===== src/hw/rtl/cross_stencil_threshold_detector_defines.svh =====
// Assertion macros shared by the detector's RTL files.
// Each use names a label, a trigger expression and an expected expression.
// The checks are compiled out when SYNTH is defined.
`ifndef CROSS_STENCIL_THRESHOLD_DETECTOR_DEFINES_SVH
`define CROSS_STENCIL_THRESHOLD_DETECTOR_DEFINES_SVH

`ifndef SYNTH

// Same-cycle implication
`define CSD_ASSERT_IMPL(name, ante, cons) \
  name: assert property (@(posedge clk) disable iff (rst) (ante) |-> (cons)) \
    else $error("csd check failed");

// Next-cycle implication
`define CSD_ASSERT_NEXT(name, ante, cons) \
  name: assert property (@(posedge clk) disable iff (rst) (ante) |=> (cons)) \
    else $error("csd check failed");

`else

`define CSD_ASSERT_IMPL(name, ante, cons)

`define CSD_ASSERT_NEXT(name, ante, cons)

`endif

`endif


===== src/hw/rtl/csd_pkg.sv =====
`default_nettype none

package csd_pkg;

  // Image size limits
  localparam int MAX_ROWS = 1024;
  localparam int MAX_COLS = 1024;

  // Fixed field widths
  localparam int CFG_W     = 11;
  localparam int CFG_IDX_W = 2;
  localparam int PIX_W     = 8;
  localparam int IDX_W     = 10;
  localparam int SUM_W     = PIX_W + 3;

  // Derived counter widths
  localparam int COL_W  = $clog2(MAX_COLS);
  localparam int ROW_W  = $clog2(MAX_ROWS + 1);
  localparam int COLS_W = $clog2(MAX_COLS + 1);

  // Register defaults
  localparam logic [CFG_W-1:0] RST_NUM_ROWS      = CFG_W'(1024);
  localparam logic [CFG_W-1:0] RST_NUM_COLS      = CFG_W'(1024);
  localparam logic [CFG_W-1:0] RST_SUM_THRESHOLD = CFG_W'(30);

  typedef enum logic [CFG_IDX_W-1:0] {
    REG_NUM_ROWS      = 2'd0,
    REG_NUM_COLS      = 2'd1,
    REG_SUM_THRESHOLD = 2'd2
  } cfg_reg_t;

  typedef enum logic {
    CMD_PIXEL = 1'b0,
    CMD_FLUSH = 1'b1
  } cmd_t;

  // Position and edge flags of one pixel word
  typedef struct packed {
    logic [ROW_W-1:0] row;
    logic [COL_W-1:0] col;
    logic             flush_row;
    logic             row_end;
    logic             right_ok;
    logic             above_ok;
    logic             produce;
  } scan_info_t;

  // Line buffer write-back
  typedef struct packed {
    logic             en;
    logic [COL_W-1:0] addr;
    logic [PIX_W-1:0] upper;
    logic [PIX_W-1:0] middle;
  } line_wr_t;

  // Line buffer read data
  typedef struct packed {
    logic [PIX_W-1:0] center;
    logic [PIX_W-1:0] above;
    logic [PIX_W-1:0] right;
  } line_rd_t;

endpackage

`default_nettype wire


===== src/hw/rtl/csd_scan.sv =====
`default_nettype none
`include "cross_stencil_threshold_detector_defines.svh"

module csd_scan (
  input  wire logic                            clk,
  input  wire logic                            rst,
  input  wire logic                            accept,
  input  wire logic                            command,
  input  wire logic [csd_pkg::PIX_W-1:0]       pixel,
  input  wire logic [csd_pkg::CFG_W-1:0]       num_rows,
  input  wire logic [csd_pkg::CFG_W-1:0]       num_cols,
  output csd_pkg::scan_info_t                  info,
  output logic [csd_pkg::PIX_W-1:0]            below,
  output logic [csd_pkg::COL_W-1:0]            right_addr
);

  logic [csd_pkg::ROW_W-1:0]  row_count;
  logic [csd_pkg::COL_W-1:0]  col_count;
  logic [csd_pkg::ROW_W-1:0]  rows;
  logic [csd_pkg::COLS_W-1:0] cols;

  // Clamp the size registers to the supported range
  always_comb begin
    if (num_rows == '0) begin
      rows = csd_pkg::ROW_W'(1);
    end else if (32'(num_rows) > csd_pkg::MAX_ROWS) begin
      rows = csd_pkg::ROW_W'(csd_pkg::MAX_ROWS);
    end else begin
      rows = csd_pkg::ROW_W'(num_rows);
    end
    if (num_cols == '0) begin
      cols = csd_pkg::COLS_W'(1);
    end else if (32'(num_cols) > csd_pkg::MAX_COLS) begin
      cols = csd_pkg::COLS_W'(csd_pkg::MAX_COLS);
    end else begin
      cols = csd_pkg::COLS_W'(num_cols);
    end
  end

  // Classify the current scan position
  always_comb begin
    info.row       = row_count;
    info.col       = col_count;
    info.flush_row = 32'(row_count) >= 32'(rows);
    info.row_end   = (32'(col_count) + 32'd1) >= 32'(cols);
    info.right_ok  = !info.row_end && ((32'(col_count) + 32'd1) < csd_pkg::MAX_COLS);
    info.above_ok  = row_count >= csd_pkg::ROW_W'(2);
    info.produce   = row_count != '0;
    right_addr     = col_count + csd_pkg::COL_W'(1);
    below          = (command == csd_pkg::CMD_FLUSH || info.flush_row) ? '0 : pixel;
  end

  // Advance raster position on each accepted word
  always_ff @(posedge clk) begin
    if (rst) begin
      row_count <= '0;
      col_count <= '0;
    end else if (accept) begin
      if (info.row_end) begin
        col_count <= '0;
        row_count <= info.flush_row ? '0 : row_count + csd_pkg::ROW_W'(1);
      end else begin
        col_count <= col_count + csd_pkg::COL_W'(1);
      end
    end
  end

  `CSD_ASSERT_NEXT(a_row_wrap, accept && info.row_end, col_count == '0)
  `CSD_ASSERT_NEXT(a_image_wrap, accept && info.row_end && info.flush_row, row_count == '0)

endmodule

`default_nettype wire


===== config.mk =====
export PLATFORM = sky130hd
export DESIGN_NAME = csd_scan
export DESIGN_NICKNAME = d
export VERILOG_FILES = /design/src/hw/rtl/csd_pkg.sv /design/src/hw/rtl/csd_scan.sv
export VERILOG_INCLUDE_DIRS = /design/src /design/src/hw/rtl
export SDC_FILE = /design/constraint.sdc
export NUM_CORES = 1
export LEC_CHECK = 0
export BUFFER_PORTS_ARGS = -buffer_cell sky130_fd_sc_hd__buf_2
export CAP_MARGIN = 20
export CORE_ASPECT_RATIO = 0.75
export CORE_MARGIN = 2
export CORE_UTILIZATION = 48
export DETAILED_ROUTE_END_ITERATION = 16
export GPL_ROUTABILITY_DRIVEN = 0
export PLACE_DENSITY = 0.77
export SETUP_SLACK_MARGIN = 0.1
export SYNTH_ARGS = -nofsm -noshare
export SYNTH_HDL_FRONTEND = slang
export SYNTH_SLANG_ARGS = --single-unit
export TNS_END_PERCENT = 20

===== constraint.sdc =====
create_clock -name clk -period 4.15 [get_ports clk]
set_input_delay 0.83 -clock clk [delete_from_list [all_inputs] [get_ports clk]]
set_output_delay 0.83 -clock clk [all_outputs]
set_load 0.01 [all_outputs]

# ---- Yosys cells after proc, flatten, opt, wreduce, memory -nomap -nowiden
# Index checks and enable logic that the tools add are counted.
dict set report word_totals {
  ramBits 0
  inputBits 34
  elab_cells 25
  reg_bits 21
  romBits 0
  n_memories 0
  latch_bits 0
  out_inout_bits 44
}
dict set report classes {
  n_bitwise 0
  n_mul 0
  add_sub_neg 3
  div 0
  eq_ne 0
  n_lt_le_gt_ge 6
  mux 7
  reduce_logical 7
  n_shift 0
}
# operator count
set ops {}
lappend ops {{2-to-1 mux 11 bit} 5}
lappend ops {{greater-or-equal comparator 32 x 11 -> 1 bit} 1}
lappend ops {{greater-than comparator 11 bit (second input constant)} 2}
lappend ops {{zero test 11 bit} 2}
lappend ops {{adder 10 x 1 -> 11 bit (second input constant)} 1}
lappend ops {{adder 11 x 1 -> 11 bit (second input constant)} 1}
lappend ops {{greater-or-equal comparator 11 bit} 1}
lappend ops {{greater-or-equal comparator 11 x 2 -> 1 bit (second input constant)} 1}
lappend ops {{< comparator 11 bit (second input constant)} 1}
lappend ops {{nonzero test 11 bit} 1}
lappend ops {{adder 10 x 1 -> 10 bit (second input constant)} 1}
lappend ops {{2-to-1 mux 10 bit} 1}
lappend ops {{2-to-1 mux 8 bit} 1}
lappend ops {{AND reduction 2 bit} 1}
lappend ops {{logical AND 1 bit} 1}
lappend ops {{zero test 1 bit} 1}
lappend ops {{logical OR 1 bit} 1}

# ---- Depth between registers and ports, before layout
dict set report depth {
  ltp_word 6
  depth_mapped 13
  mapped_depth_nobuf 12
}

# ---- Worst setup path after synthesis
# No wires, ideal clock.
dict set report synth_timing {
  kind {reg2out}
  start {reg col_count[2] (netlist name)}
  end {out info[2] (netlist name)}
  stages_incl_launch_ff 14
  t_arrival_ns 2.905
  slack_ns 0.415
  n_path_buf 1
  required_time_ns 3.320
  cell_sequence {dfxtp_1 and3_1 nand3_1 nor2_1 and3_1 xor2_1 ha_1 a21o_1 a21oi_1 o211ai_2 nor2_2 buf_2 inv_1 nor2_1}
}
# element line_no
set synth_lines {}
lappend synth_lines {{from (decl)} csd_scan.sv:18} ;# logic [csd_pkg::COL_W-1:0] col_count;
lappend synth_lines {{from (signal assigned)} csd_scan.sv:63} ;# col_count <= col_count + csd_pkg::COL_W'(1);
lappend synth_lines {{to (decl)} csd_scan.sv:12} ;# output csd_pkg::scan_info_t info,

==> summary.txt <==
Run status
  • Status: finished clean

GRT
  • Vias in the first global route: approximately 1800
  • Grt met3 use: 0.0460
  • Tot GR Track Use: 0.218
  • Met2 Resource Use GR: 0.332
  • Total gr overflow: 0
  • Global-route wire length before repair: 8160 um
  • Initial antenna violation count: 0
  • Met1 usage: 0.330
  • Most Used Layer, Global Route: met2
  • Largest net degree at the start of global routing: 22

Clocking
  • H-tree depth: 1
  • CTS Root Cell: clkbuf_8
  • Cts hold-fix bufs: 0
  • Worst skew pair latency: approximately 0.26 ns
  • Clock Tree Buf Depth: 2
  • Clk sink count: 21
  • Total CTS buffers: 3
  • Clock slew at reported path FFs: 0.08 ns
  • CTS tree: done

Power
  • Clock network power share: 0.309
  • Reg power frac: 0.468
  • Total chip power: approximately 440 uW
  • Internal power: 313 uW
  • Lkg Pwr: 0.00128 uW
  • Sw frac: 0.292
  • Max VDD drop: 195 uV
  • Part of the power in combinational logic: 0.223
  • Power per cell area: 184 nW/um2
  • NetSw: 129 uW

Setup path
  • Setup CP Type: reg -> out
  • Endpoint type of the worst setup path: primary output
  • Crit Path Max Fanout: 7
  • WP data arrival: 3.01 ns
  • FF-to-FF path depth: 13
  • Crit start category: flop
  • R2r startpoint: col_count[0]
  • Required @ worst endpoint: 3.32 ns
  • Reg2reg end: row_count[2]
  • Flop2flop setup slack: about 0.58 ns

Final layout
  • Finished Layout Cells: 370
  • Layout area overhead: 24.8%
  • # fillers: 362
  • Fin util: 0.640
  • Layout cells sized above 1: 0.302
  • Multi-input logic area: between 1000 and 1500 um2
  • Fin nets: 379
  • Diode count: 0
  • Sequential standard cell area: 420 um2

Detailed routing
  • Post-DR vias/cell: approximately 5.5
  • Iter 0 DRT Violations: 148
  • Routed wire length per instance: ~13 um
  • Post-Route WL: 4850 um
  • Final antenna-violating net count: 0
  • Via Count: 2032
  • Pre-Repair DR Iteration Count: 4
  • DR DRC count: 0

STA
  • Unrepaired setup endpoints after global routing: yes
  • Setup_tns: 0 ns
  • Min Tclk post-route: 3.84 ns
  • Fin crit share: 0.925
  • Max Slew Vio Count: 0
  • Max-slew headroom: 0.617
  • Least-Margin Pin Slew: 0.574 ns
  • Final Skew: 0.00259 ns
  • Final setup violation count: 0
  • Fin. Hold Viols: 0
  • Min Hold Slack: 0.527 ns
  • Max Freq: 261 MHz

Yosys
  • Netlist cell types: 44
  • Fraction of registers with async set/reset: 0
  • Ys Warns: 0
  • Prevailing post-synth register cell: dfxtp_1
  • Syn_area_per_cell: 7.92 um2
  • Synth Register Bits: 21
  • Post-synth EDFFs: 0
  • Mapped Cells: 243
  • Post-Synthesis Cell Area: slightly below 2000 um2
  • Seq/Total Area, Yosys: 0.218
  • Syn Nets: between 300 and 400

Die
  • Die height: roughly 59 um
  • Initial Utilization: 0.513
  • Core Region: 3760 um2
  • Row count: 19
  • Die width: 77.1 um
  • # IOs: 78
  • Die area: between 4000 and 5000 um2

Min path
  • Worst hold start: col_count[1]
  • Worst Hold Endpoint: col_count[1]
  • Hold crit path type: reg -> reg
  • Hold path cells: 2

Place
  • Dpl cells: around 370
  • Hpwl dp: between 3000 and 4000 um
  • Port bufs: 77

Run
  • Maxcap violations: 0
==> kinds of logic (layout without fill, tap and decap cells) <==
kind of cell	after synthesis	count (layout)	synth area share
buf+inv	18	93	0.0416
fa+ha+maj	26	26	0.169
xor+xnor	8	8	0.0364
mux	2	2	0.0117
flops	21	21	0.218
compound gates	53	53	0.189
simple gates	115	115	0.334
==> cell usage after synthesis, types with 8 or more instances <==
| cell | n | area share |
|---|---|---|
| nand2_1 | 33 | 0.064 |
| ha_1 | 26 | 0.17 |
| dfxtp_1 | 21 | 0.22 |
| and3_1 | 14 | 0.045 |
| nor2_1 | 13 | 0.025 |
| nand3_1 | 11 | 0.029 |
| a21o_1 | 10 | 0.039 |
| a21oi_1 | 10 | 0.026 |
| nor3b_1 | 9 | 0.035 |
| o22ai_1 | 9 | 0.029 |
| inv_1 | 8 | 0.016 |
==> worst max path at each step <==
stage	from	to	slack, ns	depth (start not counted)
after floorplan	col_count[2]	info[2]	0.41	13
after global placement	num_rows[10]	below[0]	0.40	10
after detailed placement	num_rows[10]	below[6]	0.31	10
after CTS	col_count[0]	info[2]	0.18	13
after global routing	col_count[2]	info[2]	0.04	13
final	col_count[0]	info[2]	0.31	13
==> stage by stage <==
stage,setup WS (ns),area [um2]
after CTS,0.178,2390
final,0.313,2400
after floorplan,0.415,1930
after detailed placement,0.306,2340
after global routing,0.0402,2400
after global placement,0.400,2340
==> flip-flops by register name (all words and copies together), names as in the netlist <==
| name | count |
|---|---|
| row_count | 11 |
| col_count | 10 |
==> layer usage <==
metal	vias up	wire [um]
li1	1060	-
met1	909	2500
met2	60	2040
met3	3	291
met4	0	13
met5	-	0
==> power by group through the flow <==
| stage | clock network (uW) | logic (uW) | registers [uW] |
|---|---|---|---|
| 6_report | 136 | 98.6 | 207 |
| 5_1_grt | 148 | 111 | 207 |
| 4_1_cts | 140 | 97.8 | 207 |
| 3_5_place_dp | 0 | 97.2 | 211 |
| 3_3_place_gp | 0 | 95.5 | 211 |
| 2_1_floorplan | 0 | 59.1 | 212 |
==> what timing repair did <==
item                                    4_1_cts  5_1_grt
endpoints found under the hold margin         0        0
buffers inserted                              0        1
gates resized for setup                       0        3
endpoints found under the setup margin        0        8
==> worst max-delay path, cell delays in order, from the launching register on <==
cell,delay [ns]
dfxtp_1,0.45
ha_1,0.25
nand3_1,0.19
nor2_2,0.24
and3_1,0.25
xor2_1,0.11
ha_1,0.29
nand3_1,0.13
nor4_1,0.29
o31a_1,0.24
nor2_2,0.06
inv_1,0.07
nor2_1,0.04
buf_2,0.13
==> area by class of cell <==
cell class                 instances  area share
clock buffer                       3      0.0172
timing repair buffer              79       0.167
sequential                        21       0.175
tap                               52      0.0271
inverter                          10      0.0156
clock inverter                     1     0.00208
multi-input combinational        204       0.597
==> cells in the final DEF (no fill, tap or decap), drive strengths merged, types with 4 or more instances in the layout <==
| cell | count |
|---|---|
| nor3 | 5 |
| a21o | 10 |
| nor2 | 14 |
| ha | 26 |
| a21oi | 10 |
| nand3 | 11 |
| buf | 79 |
| nand4b | 5 |
| o22ai | 9 |
| xor2 | 5 |
| o21ai | 7 |
| and3 | 14 |
| dfxtp | 21 |
| nor3b | 9 |
| nor4 | 7 |
| a31oi | 7 |
| nand3b | 4 |
| inv | 8 |
| nand4 | 4 |
| nand2 | 33 |
Power figures use the tool's default switching activity.
