### src/hw/rtl/cross_stencil_threshold_detector_defines.svh
// Assertion macros shared by the detector's RTL files.
// Each use names a label, a trigger expression and an expected expression.
// The checks are compiled out when SYNTH is defined.
`ifndef CROSS_STENCIL_THRESHOLD_DETECTOR_DEFINES_SVH
`define CROSS_STENCIL_THRESHOLD_DETECTOR_DEFINES_SVH

`ifndef SYNTH

// Same-cycle implication
`define CSD_ASSERT_IMPL(name, ante, cons) \
  name: assert property (@(posedge clk) disable iff (rst) (ante) |-> (cons)) \
    else $error("csd check failed");

// Next-cycle implication
`define CSD_ASSERT_NEXT(name, ante, cons) \
  name: assert property (@(posedge clk) disable iff (rst) (ante) |=> (cons)) \
    else $error("csd check failed");

`else

`define CSD_ASSERT_IMPL(name, ante, cons)

`define CSD_ASSERT_NEXT(name, ante, cons)

`endif

`endif

### src/hw/rtl/csd_pkg.sv
`default_nettype none

package csd_pkg;

  // Image size limits
  localparam int MAX_ROWS = 1024;
  localparam int MAX_COLS = 1024;

  // Fixed field widths
  localparam int CFG_W     = 11;
  localparam int CFG_IDX_W = 2;
  localparam int PIX_W     = 8;
  localparam int IDX_W     = 10;
  localparam int SUM_W     = PIX_W + 3;

  // Derived counter widths
  localparam int COL_W  = $clog2(MAX_COLS);
  localparam int ROW_W  = $clog2(MAX_ROWS + 1);
  localparam int COLS_W = $clog2(MAX_COLS + 1);

  // Register defaults
  localparam logic [CFG_W-1:0] RST_NUM_ROWS      = CFG_W'(1024);
  localparam logic [CFG_W-1:0] RST_NUM_COLS      = CFG_W'(1024);
  localparam logic [CFG_W-1:0] RST_SUM_THRESHOLD = CFG_W'(30);

  typedef enum logic [CFG_IDX_W-1:0] {
    REG_NUM_ROWS      = 2'd0,
    REG_NUM_COLS      = 2'd1,
    REG_SUM_THRESHOLD = 2'd2
  } cfg_reg_t;

  typedef enum logic {
    CMD_PIXEL = 1'b0,
    CMD_FLUSH = 1'b1
  } cmd_t;

  // Position and edge flags of one pixel word
  typedef struct packed {
    logic [ROW_W-1:0] row;
    logic [COL_W-1:0] col;
    logic             flush_row;
    logic             row_end;
    logic             right_ok;
    logic             above_ok;
    logic             produce;
  } scan_info_t;

  // Line buffer write-back
  typedef struct packed {
    logic             en;
    logic [COL_W-1:0] addr;
    logic [PIX_W-1:0] upper;
    logic [PIX_W-1:0] middle;
  } line_wr_t;

  // Line buffer read data
  typedef struct packed {
    logic [PIX_W-1:0] center;
    logic [PIX_W-1:0] above;
    logic [PIX_W-1:0] right;
  } line_rd_t;

endpackage

`default_nettype wire

### src/hw/rtl/csd_eval.sv
`default_nettype none
`include "cross_stencil_threshold_detector_defines.svh"

module csd_eval (
  input  wire logic                          clk,
  input  wire logic                          rst,
  input  wire logic                          accept,
  input  wire csd_pkg::scan_info_t           info_in,
  input  wire logic [csd_pkg::PIX_W-1:0]     below_in,
  input  wire csd_pkg::line_rd_t             rd,
  input  wire logic [csd_pkg::CFG_W-1:0]     sum_threshold,
  output csd_pkg::line_wr_t                  wr,
  output logic                               hold,
  output logic                               res_valid,
  input  wire logic                          res_stall,
  output logic                               is_star,
  output logic [csd_pkg::IDX_W-1:0]          row_index,
  output logic [csd_pkg::IDX_W-1:0]          col_index,
  output logic                               last_of_image
);

  logic                      s1_valid;
  csd_pkg::scan_info_t       s1_info;
  logic [csd_pkg::PIX_W-1:0] s1_below;
  logic [csd_pkg::PIX_W-1:0] left_pix;
  logic                      s1_adv;
  logic [csd_pkg::PIX_W-1:0] above;
  logic [csd_pkg::PIX_W-1:0] left;
  logic [csd_pkg::PIX_W-1:0] right;
  logic [csd_pkg::SUM_W-1:0] sum;

  // Advance when the output register is free or being drained
  assign s1_adv = s1_valid && (!res_valid || !res_stall);
  assign hold   = s1_valid && !s1_adv;

  // Mask neighbors outside the image and add the cross
  always_comb begin
    above = s1_info.above_ok ? rd.above : '0;
    left  = (s1_info.col == '0) ? '0 : left_pix;
    right = s1_info.right_ok ? rd.right : '0;
    sum   = csd_pkg::SUM_W'(s1_below) + csd_pkg::SUM_W'(rd.center)
          + csd_pkg::SUM_W'(above) + csd_pkg::SUM_W'(left) + csd_pkg::SUM_W'(right);
  end

  // Shift the lines down by one row at this column
  always_comb begin
    wr.en     = s1_adv;
    wr.addr   = s1_info.col;
    wr.upper  = rd.center;
    wr.middle = s1_below;
  end

  // Control state
  always_ff @(posedge clk) begin
    if (rst) begin
      s1_valid  <= 1'b0;
      res_valid <= 1'b0;
      left_pix  <= '0;
    end else begin
      if (accept) begin
        s1_valid <= 1'b1;
      end else if (s1_adv) begin
        s1_valid <= 1'b0;
      end
      if (s1_adv) begin
        left_pix <= rd.center;
      end
      if (s1_adv && s1_info.produce) begin
        res_valid <= 1'b1;
      end else if (!res_stall) begin
        res_valid <= 1'b0;
      end
    end
  end

  // Payload registers
  always_ff @(posedge clk) begin
    if (accept) begin
      s1_info  <= info_in;
      s1_below <= below_in;
    end
    if (s1_adv && s1_info.produce) begin
      is_star       <= 32'(sum) > 32'(sum_threshold);
      row_index     <= csd_pkg::IDX_W'(s1_info.row - csd_pkg::ROW_W'(1));
      col_index     <= csd_pkg::IDX_W'(s1_info.col);
      last_of_image <= s1_info.flush_row && s1_info.row_end;
    end
  end

  `CSD_ASSERT_NEXT(a_s1_held, hold, s1_valid && s1_info == $past(s1_info))

endmodule

`default_nettype wire

### config.mk
export PLATFORM = sky130hd
export DESIGN_NAME = csd_eval
export DESIGN_NICKNAME = d
export VERILOG_FILES = /design/src/hw/rtl/csd_pkg.sv /design/src/hw/rtl/csd_eval.sv
export VERILOG_INCLUDE_DIRS = /design/src /design/src/hw/rtl
export SDC_FILE = /design/constraint.sdc
export NUM_CORES = 1
export LEC_CHECK = 0
export BUFFER_PORTS_ARGS = -buffer_cell sky130_fd_sc_hd__buf_2
export CAP_MARGIN = 20
export CORE_MARGIN = 3
export CORE_UTILIZATION = 51
export CTS_CLUSTER_SIZE = 14
export DETAILED_ROUTE_END_ITERATION = 16
export GPL_ROUTABILITY_DRIVEN = 0
export PLACE_DENSITY = 0.81
export REMOVE_ABC_BUFFERS = 1
export SLEW_MARGIN = 20
export SYNTH_ARGS = -nofsm -noshare
export SYNTH_HDL_FRONTEND = slang
export SYNTH_SLANG_ARGS = --single-unit
### constraint.sdc
create_clock -name clk -period 6.51 [get_ports clk]
set_input_delay 1.953 -clock clk [delete_from_list [all_inputs] [get_ports clk]]
set_output_delay 1.953 -clock clk [all_outputs]
set_load 0.01 [all_outputs]
# --- After elaboration in Yosys (flattened, before gate mapping) ---
# Cells that the tools add are included.
totals:
  in_bits: 73
  elab_cells: 39
  regBits: 65
op_classes:
  mux: 7
  eq_ne: 1
  addsub: 5
  n_reduce_logical: 10
  n_lt_le_gt_ge: 1
op_table:
  columns: ["cell", "count"]
  rows:
  - ["2-to-1 mux 8 bit", 3]
  - ["adder 10 x 8 -> 11 bit", 1]
  - ["adder 11 x 8 -> 11 bit", 1]
  - ["greater-than comparator 11 bit", 1]
  - ["adder 9 x 8 -> 10 bit", 1]
  - ["zero test 10 bit", 1]
  - ["subtractor 10 x 1 -> 10 bit (second input constant)", 1]
  - ["adder 8 x 8 -> 9 bit", 1]
  - ["logical AND 1 bit", 4]
  - ["2-to-1 mux 1 bit", 4]
  - ["zero test 1 bit", 3]
  - ["inequality test 2 x 1 -> 1 bit (second input constant)", 1]
  - ["nonzero test 2 bit", 1]
  - ["logical OR 1 bit", 1]

# --- Logic depth before layout (Yosys ltp) ---
depth:
  ltp_word: 5
  depth_mapped: 18

# --- Worst setup path after synthesis ---
# Ideal clock, no wire load.
synth_timing:
  kind: "input port to flip-flop"
  startpoint: "in rd[17] in the netlist's numbering"
  endpoint: "reg is_star (data pin)"
  setup_time_ns: 0.263
  cell_stages: 16
  required_time_ns: 6.247
  setup_slack_ns: 0.549
  arrival_ns: 5.698
  cell_sequence: "inv_1 > fa_1 > fa_1 > fa_1 > inv_1 > ha_1 > fa_1 > a211oi_1 > nor2_1 > o31ai_1 > xnor2_1 > ha_1 > nand2_1 > o21ai_0 > nor4_1 > nor3_1"
synth_between:
  elab_chain_len: 5
synth_lines:
  columns: ["item", "line", "source"]
  rows:
  - ["start: declaration", "csd_eval.sv:10", "input wire csd_pkg::line_rd_t rd,"]
  - ["adder 8 x 8 -> 9 bit", "csd_eval.sv:41", "sum = csd_pkg::SUM_W'(s1_below) + csd_pkg::SUM_W'(rd.center)"]
  - ["adder 9 x 8 -> 10 bit", "csd_eval.sv:42", "+ csd_pkg::SUM_W'(above) + csd_pkg::SUM_W'(left) + csd_pkg::SUM_W'(right);"]
  - ["adder 10 x 8 -> 11 bit", "csd_eval.sv:42", null]
  - ["adder 11 x 8 -> 11 bit", "csd_eval.sv:42", null]
  - ["greater-than comparator 11 bit", "csd_eval.sv:83", "is_star <= 32'(sum) > 32'(sum_threshold);"]
  - ["end signal: assignment", "csd_eval.sv:83", null]
  - ["end: declaration", "csd_eval.sv:16", "output logic is_star,"]
# Every way passes these cells.
# A chain may end at the register's enable or synchronous reset.

# --- Worst setup path after layout ---
# Same ends and word-level chain as after synthesis.

==> results.py <==
metrics = {
    "sta": {
        "period_needed_ps": 6060,
        "setup_viol": 0,
        "max_freq_ghz": 0.165,
        "tightest_slew_ps": 829,
        "setup_tns_ps": 0,
        "finClkSkew_ps": 11.9,
        "hold_violations": 0,
        "relSlewSlack_pct": 44.7,
        "rsz0062_at_grt": "no",
        "post-route-period-util_pct": 93.0,
        "maxSlewViolCount": 0,
    },
    "yosys": {
        "synth_ff_type": "edfxtp_1",
        "avgSynthCellArea_sq_um": 11.4,
        "syn_area_sq_um": 3720,
        "synth_edf_count": 55,
        "yosysWarningCount": 0,
        "ys_types": 34,
        "async_flop_share_pct": 0,
        "synth-seq-cells": 65,
        "postSynthCellCount": 326,
        "yosysSeqAreaShare_pct": 49.8,
    },
    "final_layout": {
        "mostFrequentLayoutCells": "122 x buf_2, 66 x inv_1, 55 x edfxtp_1",
        "multiInputGateArea_sq_um": 1460,
        "seq_area_sq_um": 1850,
        "drive_gt1_share_pct": 31.8,
        "nets": 557,
        "finalInstanceArea_sq_um": 4500,
        "final_common_cell": "buf_2",
        "fillCellCount": 562,
        "diodes": 0,
        "finalNonFillerCells": 539,
        "syn_to_final_growth_pct": 21.0,
    },
    "detailed_routing": {
        "drt-vias-per-instance": 4.81,
        "first_pass_iters": 7,
        "wl_mm": 7.53,
        "vias": 2591,
        "final_antenna_net_count": 0,
        "drt_iter0_markers": 64,
        "post-route-drc-count": 0,
        "wl_per_cell_um": 14.0,
    },
    "clock_network": {
        "post_cts_buffers": 0,
        "worstSkewPairLatency_ps": 330,
        "h-tree-depth": 3,
        "cts_sinks": 65,
        "cts_resized": 0,
        "root_buffer": "clkbuf_8",
        "cts_buffer_depth": 2,
        "cts_buffers": 9,
        "clk_pin_slew_ps": 70,
        "cts_tree": "yes",
        "hold_buffers": 0,
    },
    "critical_path": {
        "cp_cell_sequence": "buf_2 -> inv_1 -> fa_1 -> fa_1 -> fa_1 -> inv_1 -> ha_1 -> fa_1 -> a211oi_1 -> nor2_1 -> o31ai_1 -> xnor2_1 -> ha_1 -> nand2_1 -> o21ai_0 -> nor4_1 -> nor3_1",
        "worst_ep_required_time_ps": 6580,
        "cp_top_family": "adder cells",
        "timing.rr.start": "wr[21]",
        "cp-start-kind": "primary input",
        "critical-path-max-stage-delay_ps": 550,
        "crit_type": "primary input to register",
        "cp_data_arrival_time_ps": 6130,
        "ff2ff_setup_slack_ps": 1540,
        "critPathSlowestCell": "fa_1",
        "rr_worst_depth": 17,
        "crit_buf_inv": 3,
        "end_kind": "register",
        "cp_max_fo": 3,
        "cpMostUsedCell": "fa_1",
        "r2r-end": "is_star",
    },
    "power_and_ir_drop": {
        "power.leakage_nw": 2.16,
        "irDropWorstVdd_v": 0.000188,
        "power_w": 0.00130,
        "powerDensity_nw_per_um2": 290,
    },
    "grt": {
        "grt_pass1_vias": 2615,
        "gr-total-overflow": 0,
        "grt_pass1_wl_mm": 12.1,
        "grt_max_degree": 35,
        "grt.total_usage_pct": 18.7,
        "antenna_found_initial": 0,
    },
    "floorplanning": {
        "ios": 124,
        "dieArea_sq_um": 8350,
        "die_height_um": 91.4,
        "coreArea_sq_um": 6940,
        "initial_utilization_pct": 53.5,
        "num_rows": 30,
        "die_w_um": 91.4,
    },
    "place": {
        "post_dp_cell_area_sq_um": 4300,
        "io_buffers": 122,
        "dp_cells": 523,
        "dp_hpwl_mm": 6.19,
    },
    "status": {
        "outcome": "complete, no violations",
    },
    "worst_hold_path": {
        "whs_path_depth": 2,
        "min_path_type": "register to register",
        "holdPathEnd": "left_pix[5]",
        "hold_start": "left_pix[5]",
    },
    "flow_run": {
        "cap_violations": 0,
    },
}
-- layout make-up --
| type | instances | area share, % |
|---|---|---|
| clock buffers | 9 | 2.75 |
| clock inverters | 7 | 1.72 |
| inverters | 67 | 5.59 |
| multi-input cells | 173 | 32.5 |
| flip-flops and latches | 65 | 41.2 |
| well taps | 96 | 2.67 |
| repair buffers | 122 | 13.6 |
-- kinds of logic after synthesis --
kind of cell,after synthesis,synth area share [%]
buffers and inverters,88,10.8
AOI/OAI and AO/OA,35,5.76
DFF,65,49.8
and+or+nand+nor,79,10.4
xor gates and xnor gates,13,3.06
adders and majority gates,46,20.1
-- synthesized netlist by cell type (5+ instances only) --
cell	number	area (sq um)
inv_1	66	248
dfxtp_1	10	200
a21oi_1	15	75.1
xnor2_1	6	52.6
and2_1	10	62.6
ha_1	23	288
xor2_1	7	61.3
o21ai_0	5	25.0
edfxtp_1	55	1650
nor2_1	11	41.3
buf_4	19	143
a211oi_1	6	45.0
fa_1	23	460
nand2_1	37	139
-- per-layer routing --
layer | track usage, % | vias up | share of wire [%]
met3 | 3.81 | 13 | 3.6
met1 | 21.7 | 1230 | 40
met2 | 34.0 | 71 | 55
met4 | 6.53 | 0 | 1.5
li1 | - | 1277 | -
met5 | 0 | - | 0
-- power breakdown --
part | internal (W) | total (W) | switching (W)
registers | 0.000483 | 0.000499 | 0.0000162
clock network | 0.000180 | 0.000338 | 0.000158
logic | 0.000207 | 0.000466 | 0.000260
total | 0.000870 | 0.00130 | 0.000434
-- registers in the layout (all words and copies together), names as in the netlist --
register / cells
col_index: 10
left_pix: 8
is_star: 1
s1_valid: 1
s1_info: 15
res_valid: 1
wr: 10
s1_below: 8
row_index: 10
last_of_image: 1
-- how the worst max path moves through the flow --
stage	slack [ps]	end	from	cells after the start
after floorplan	550	is_star	rd[17]	16
after global placement	190	is_star	rd[17]	17
after detailed placement	80	is_star	rd[17]	17
after CTS	430	is_star	rd[17]	17
after global routing	190	is_star	rd[17]	17
final	450	is_star	rd[17]	17
-- tightest hold or removal path: stages, from the launching register on --
cell and delay [ps]:
dfxtp_1 310, nand2_1 50, a21oi_1 50
-- through the flow --
stage	util (%)	hold WS [ps]	worst slack, ps
after floorplan	-	426	549
after global placement	61.9	440	190
after detailed placement	61.9	442	80.6
after CTS	64.8	452	435
after global routing	64.8	480	195
final	64.8	451	455
Note: power is estimated with default switching activity, not from simulation.
